## src/cit_pkg.sv

```systemverilog
// shared types and codes for the counted item table
package cit_pkg;

  localparam int unsigned CIT_CAPACITY = 16;

  localparam int unsigned KEY_W    = 8;
  localparam int unsigned PRICE_W  = 16;
  localparam int unsigned COUNT_W  = 8;
  localparam int unsigned CSLOT_W  = 4;
  localparam int unsigned SLOT_W   = 4;
  localparam int unsigned FILLED_W = 5;

  localparam logic [COUNT_W-1:0] COUNT_MAX = '1;

  typedef enum logic {
    FUNC_ADD    = 1'b0,
    FUNC_REMOVE = 1'b1
  } func_e;

  typedef enum logic [2:0] {
    STATUS_NEW       = 3'd0,
    STATUS_INC       = 3'd1,
    STATUS_DEC       = 3'd2,
    STATUS_DEL       = 3'd3,
    STATUS_NOT_FOUND = 3'd4,
    STATUS_FULL      = 3'd5,
    STATUS_SAT       = 3'd6
  } status_e;

  typedef struct packed {
    logic [KEY_W-1:0]   key;
    logic [PRICE_W-1:0] price;
    logic [COUNT_W-1:0] count;
    logic [CSLOT_W-1:0] cslot;
  } entry_t;

endpackage

```

## src/counted_item_table.sv

```systemverilog
// counted item table: compact key table with counts, scanned by a sequencer
//
// Each word asks to add or remove one of an item. The block scans the filled
// entries of a table memory (one write port, one registered read port) from
// position 0, reading and then comparing each entry until the key is hit or
// the fill level is reached. A delete then moves each later entry down one
// position, each moved entry read and then written back, keeping the entries
// packed at positions 0 .. fill-1. s_axis_tready is high only while the block
// is idle, and the result word waits in the output register until taken.
// No clearing pass is needed after reset: only filled entries are read.
module counted_item_table #(
  parameter int unsigned CAPACITY = cit_pkg::CIT_CAPACITY
) (
  input  logic        clk_i,
  input  logic        rst_ni,
  input  logic        s_axis_tvalid,
  output logic        s_axis_tready,
  // item_key[7:0], item_price[23:8], catalog_slot[27:24], zero fill
  input  logic [31:0] s_axis_tdata,
  // func
  input  logic        s_axis_tuser,
  output logic        m_axis_tvalid,
  input  logic        m_axis_tready,
  // entry_slot[3:0], item_count[11:4], filled_entries[16:12], zero fill
  output logic [23:0] m_axis_tdata,
  // status
  output logic [2:0]  m_axis_tuser
);
  import cit_pkg::*;

  localparam int unsigned IW = (CAPACITY > 1) ? $clog2(CAPACITY) : 1;
  localparam int unsigned FW = $clog2(CAPACITY + 1);

  typedef enum logic [2:0] {
    S_IDLE,
    S_READ,
    S_CMP,
    S_HIT,
    S_MISS,
    S_SHIFT_RD,
    S_SHIFT_WR,
    S_OUT
  } state_e;

  state_e               state_q;
  logic [IW-1:0]        idx_q;
  logic [FW-1:0]        fill_q;
  func_e                func_q;
  logic [KEY_W-1:0]     key_q;
  logic [PRICE_W-1:0]   price_q;
  logic [CSLOT_W-1:0]   cslot_q;
  status_e              status_q;
  logic [SLOT_W-1:0]    slot_q;
  logic [COUNT_W-1:0]   count_q;

  entry_t               mem [CAPACITY];
  entry_t               rd_q;
  logic [IW-1:0]        rd_addr;
  logic                 mem_we;
  logic [IW-1:0]        mem_waddr;
  entry_t               mem_wdata;

  logic                 full;
  logic [FW-1:0]        idx_ext;
  logic [FW:0]          idx_plus2;
  logic                 in_acc;

  assign in_acc    = s_axis_tvalid && s_axis_tready;
  assign full      = (fill_q == FW'(CAPACITY));
  assign idx_ext   = FW'(idx_q);
  assign idx_plus2 = {1'b0, idx_ext} + (FW+1)'(2);

  assign s_axis_tready = (state_q == S_IDLE);
  assign m_axis_tvalid = (state_q == S_OUT);
  assign m_axis_tuser  = status_q;
  assign m_axis_tdata  = {7'd0, FILLED_W'(fill_q), count_q, slot_q};

  // table memory port control
  always_comb begin
    mem_we    = 1'b0;
    mem_waddr = idx_q;
    mem_wdata = rd_q;
    rd_addr   = idx_q;
    unique case (state_q)
      S_HIT: begin
        if (func_q == FUNC_ADD) begin
          if (rd_q.count != COUNT_MAX) begin
            mem_we          = 1'b1;
            mem_wdata.count = rd_q.count + COUNT_W'(1);
          end
        end else if (rd_q.count > COUNT_W'(1)) begin
          mem_we          = 1'b1;
          mem_wdata.count = rd_q.count - COUNT_W'(1);
        end
      end
      S_MISS: begin
        if (func_q == FUNC_ADD && !full) begin
          mem_we          = 1'b1;
          mem_waddr       = fill_q[IW-1:0];
          mem_wdata.key   = key_q;
          mem_wdata.price = price_q;
          mem_wdata.count = COUNT_W'(1);
          mem_wdata.cslot = cslot_q;
        end
      end
      S_SHIFT_RD: begin
        rd_addr = idx_q + IW'(1);
      end
      S_SHIFT_WR: begin
        mem_we = 1'b1;
      end
      default: begin
      end
    endcase
  end

  always_ff @(posedge clk_i) begin
    if (mem_we) begin
      mem[mem_waddr] <= mem_wdata;
    end
  end

  always_ff @(posedge clk_i) begin
    rd_q <= mem[rd_addr];
  end

  always_ff @(posedge clk_i or negedge rst_ni) begin
    if (!rst_ni) begin
      state_q  <= S_IDLE;
      idx_q    <= '0;
      fill_q   <= '0;
      func_q   <= FUNC_ADD;
      key_q    <= '0;
      price_q  <= '0;
      cslot_q  <= '0;
      status_q <= STATUS_NEW;
      slot_q   <= '0;
      count_q  <= '0;
    end else begin
      unique case (state_q)
        S_IDLE: begin
          if (in_acc) begin
            func_q  <= func_e'(s_axis_tuser);
            key_q   <= s_axis_tdata[7:0];
            price_q <= s_axis_tdata[23:8];
            cslot_q <= s_axis_tdata[27:24];
            idx_q   <= '0;
            state_q <= (fill_q == '0) ? S_MISS : S_READ;
          end
        end
        S_READ: begin
          state_q <= S_CMP;
        end
        S_CMP: begin
          if (rd_q.key == key_q) begin
            state_q <= S_HIT;
          end else if (idx_ext + FW'(1) == fill_q) begin
            state_q <= S_MISS;
          end else begin
            idx_q   <= idx_q + IW'(1);
            state_q <= S_READ;
          end
        end
        S_HIT: begin
          slot_q <= SLOT_W'(idx_q);
          if (func_q == FUNC_ADD) begin
            if (rd_q.count == COUNT_MAX) begin
              status_q <= STATUS_SAT;
              count_q  <= COUNT_MAX;
            end else begin
              status_q <= STATUS_INC;
              count_q  <= rd_q.count + COUNT_W'(1);
            end
            state_q <= S_OUT;
          end else if (rd_q.count > COUNT_W'(1)) begin
            status_q <= STATUS_DEC;
            count_q  <= rd_q.count - COUNT_W'(1);
            state_q  <= S_OUT;
          end else begin
            status_q <= STATUS_DEL;
            count_q  <= '0;
            // entries above the deleted one move down
            if (idx_ext + FW'(1) < fill_q) begin
              state_q <= S_SHIFT_RD;
            end else begin
              fill_q  <= fill_q - FW'(1);
              state_q <= S_OUT;
            end
          end
        end
        S_MISS: begin
          if (func_q == FUNC_REMOVE) begin
            status_q <= STATUS_NOT_FOUND;
            slot_q   <= '0;
            count_q  <= '0;
          end else if (full) begin
            status_q <= STATUS_FULL;
            slot_q   <= '0;
            count_q  <= '0;
          end else begin
            status_q <= STATUS_NEW;
            slot_q   <= SLOT_W'(fill_q);
            count_q  <= COUNT_W'(1);
            fill_q   <= fill_q + FW'(1);
          end
          state_q <= S_OUT;
        end
        S_SHIFT_RD: begin
          state_q <= S_SHIFT_WR;
        end
        S_SHIFT_WR: begin
          idx_q <= idx_q + IW'(1);
          if (idx_plus2 < {1'b0, fill_q}) begin
            state_q <= S_SHIFT_RD;
          end else begin
            fill_q  <= fill_q - FW'(1);
            state_q <= S_OUT;
          end
        end
        S_OUT: begin
          if (m_axis_tready) begin
            state_q <= S_IDLE;
          end
        end
        default: begin
          state_q <= S_IDLE;
        end
      endcase
    end
  end

endmodule
```

## config.mk

```make
export PLATFORM = sky130hd
export DESIGN_NAME = counted_item_table
export DESIGN_NICKNAME = d
export VERILOG_FILES = /design/src/cit_pkg.sv /design/src/counted_item_table.sv
export SDC_FILE = /design/constraint.sdc
export NUM_CORES = 1
export LEC_CHECK = 0
export BUFFER_PORTS_ARGS = -buffer_cell sky130_fd_sc_hd__buf_2
export CAP_MARGIN = 15
export CORE_MARGIN = 4
export CORE_UTILIZATION = 62
export DETAILED_ROUTE_END_ITERATION = 8
export GPL_TIMING_DRIVEN = 1
export PLACE_DENSITY_LB_ADDON = 0.2
export REMOVE_ABC_BUFFERS = 1
export SLEW_MARGIN = 20
export SYNTH_ARGS = -nofsm -noshare
export SYNTH_HDL_FRONTEND = slang
export SYNTH_SLANG_ARGS = --single-unit
```

## constraint.sdc

```tcl
create_clock -name clk_i -period 4.1 [get_ports clk_i]
set_input_delay 1.025 -clock clk_i [delete_from_list [all_inputs] [get_ports clk_i]]
set_output_delay 1.025 -clock clk_i [all_outputs]
set_load 0.01 [all_outputs]
```

==> run metrics <==
status=complete, no violations; Min-Delay Endpoint=count_q[2]; worst hold stages=1; post-synth top area share=53.0%; CP Launch Type=flop; final-report max-slew violation count=0; routed len/inst=25.2 µm; Routed WL=36.3 mm; Worst Min Path Start=count_q[2]; Max VDD drop=703 µV; share of async-settable or async-resettable flops after synthesis=11.7%; Synth Warn #=0; final worst path period share=89.0%; H-tree levels=1; final hold viol count=0; post-synthesis xor/xnor area fraction=1.86%; die extent in x=161 µm; adder-cell share of the synthesized area=1.86%; Clock Skew=0.0173 ns; multiplexer share of the synthesized area=11.8%; average size of a mapped cell=13.8 µm²; compound-gate portion of the synthesized area=13.3%; GRT Util Overall=27.4%; Post-synth EDFFs=256; Final #Nets=1158; Setup Buffers After CTS=0; P_sw=0.00580 W; Leak=5.89 nW; Slew headroom=26.7%; DRT iter0 DRCs=875; Final HPWL DP=21.9 mm; layout cells sized above 1=18.9%; Initial Util=63.5%; I/O pin total=66; Die Y=161 µm; Yosys cell types=84; Bufs on Longest Clock Path=3; TritonCTS clock tree=built; Int Pwr=0.00877 W; Post-Synthesis Cell Area=14500 µm²; Synth Area in Simple Gates=6.56%; Area Overhead vs Synth=11.6%; R2R depth=7; Num CTS Buffers=31; WP data required=4.28 ns; DR vias=9756; Crit Reg-Reg Startpoint=rd_q[4]; setup_tns=0 ns; Finish-stage setup viols=0; post-cts resize count=0; r2r setup slk=0.45 ns; Post-synth top flop=edfxtp_1; Max-Cap Viols=0; Multi-input gate area=5210 µm²; Synth Instances=1053; Seq cells post-synth=308; sw frac=39.8%; largest family of logic cells by synthesized area=compound AO/OA/AOI/OAI gates; Clk pwr share=19.8%; post-route minimum period=3.65 ns; initial antenna violation count=0; cell taking the most area after synthesis=edfxtp_1; arrival time at the worst endpoint=3.83 ns; First-pass DRT Iterations=5; met2 Usage GRT=46.8%; Setup CP Type=reg2reg; Reg-to-Reg End=mem[4][7]; largest net degree at the start of global routing=59; clk_lat worst skew=0.57 ns; pwr/cell area=900 nW/µm²; Logic pwr share=44.9%; CP Max Fanout=16; top cells by area, synth=edfxtp_1 53%, mux2i_1 7.9%, dfrtp_1 6.2%; ant diodes=0; measured slew at the worst slew-check pin=1.09 ns; vias per cell=6.78; Sink Count=308; DRC Markers=0; hold_buf cts=0; Critical Path End Type=flop; # fillers=1547; final cell count without fillers=1438; Clock Pin Slew Worst Setup and Hold Paths=0.06 ns; RD Place Congestion=0.933; Std-Cell Rows=55; met3 GRT Util=3.96%; CORE AREA=22800 µm²; I/O Buffers=34; worst hold path class=reg2reg; vias in the first global route=9590; Seq. cell area=8910 µm²; post-route ant nets=0; sequential share of the synthesized area=61.4%; gr busiest metal=met2; met1 Resource Use GR=36.8%; Die ar.=25900 µm²; root buffer cell=clkbuf_16; first-pass GRT wire length=55.1 mm; FMAX=274 MHz; placed insts=1380; RSZ-0062 raised after global routing=no; Seq pwr share=35.4%; GR Overflow Total=0
## kinds of logic after synthesis
family	Yosys count
flops	308
other cells	1
buf+inv	97
simple gates	191
xor+xnor	27
mux	151
compound gates	257
fa+ha+maj	21
## power by group through the flow
stage	clock network, W	logic [W]	registers (W)
detailed placement	0	0.00639	0.00519
finish	0.00288	0.00654	0.00515
floorplan	0	0.00415	0.00527
CTS	0.00290	0.00648	0.00514
global route	0.00304	0.00701	0.00521
global placement	0	0.00622	0.00515
## placed cells by master, fill, tap and decap left out, drive strengths merged, types with 28 or more instances in the layout
cell type	count
mux2i	114
o21ai	39
o32ai	43
dfrtp	36
clkbuf	44
nor3	28
a21oi	34
nand2	66
edfxtp	256
nor2	42
buf	87
## area by class of cell
type | instances | area share [%]
clock buffer | 44 | 5.34
tap | 313 | 2.42
timing repair buffer | 87 | 3.51
clock inverter | 14 | 1.14
inverter | 18 | 0.417
sequential | 308 | 55.0
multi-input combinational | 654 | 32.2
## cell usage after synthesis, drive strengths merged, types with 15 or more instances
master    n
clkbuf   32
o21ai    39
mux2     24
dfxtp    16
o22ai    15
nor2     42
ha       20
inv      17
o32ai    43
buf      47
edfxtp  256
mux2i   114
dfrtp    36
a221oi   19
a21oi    34
nor3     28
nand2    66
## registers in the layout (all words and copies together) (netlist names)
| signal | flops |
|---|---|
| count_q | 8 |
| fill_q | 5 |
| func_q | 1 |
| idx_q | 4 |
| key_q | 8 |
| m_axis_tuser | 3 |
| mem | 256 |
| rd_q | 16 |
| slot_q | 4 |
| state_q | 3 |
## layer usage
layer  share of wire (%)  up-vias
li1                    -     4290
met1                  39     4900
met2                  49      474
met3                 8.6       92
met4                 3.2        0
met5                   0        -
## worst max-delay path, stage by stage (launching register included)
cell      delay [ns]
dfxtp_1         0.56
inv_1           0.12
ha_1            0.27
or2_2           0.34
a41o_1          0.29
o211ai_1        0.34
o21ai_0         0.38
nor2_2          0.94
## through the flow
stage / power (W) / setup slack, ns / utilization, % / instance area [µm²] / hold WS [ns]
after floorplan: 0.00942 / -0.808 / - / 14100 / 0.515
after global placement: 0.0114 / 0.647 / 66.3 / 15100 / 0.456
after detailed placement: 0.0116 / 0.558 / 66.3 / 15100 / 0.463
after CTS: 0.0145 / 0.519 / 70.9 / 16200 / 0.478
after global routing: 0.0153 / 0.241 / 70.9 / 16200 / 0.496
final: 0.0146 / 0.451 / 70.9 / 16200 / 0.475
## worst max path at each step
| stage | from | to | slack (ns) |
|---|---|---|---|
| 2_1_floorplan | idx_q[0] | fill_q[1] | -0.81 |
| 6_report | rd_q[4] | mem[4][7] | 0.45 |
| 5_1_grt | rd_q[4] | mem[4][33] | 0.24 |
| 3_5_place_dp | rd_q[4] | mem[4][10] | 0.56 |
| 4_1_cts | rd_q[4] | mem[4][33] | 0.52 |
| 3_3_place_gp | rd_q[4] | mem[4][10] | 0.65 |
(Power assumes the default switching activity.)
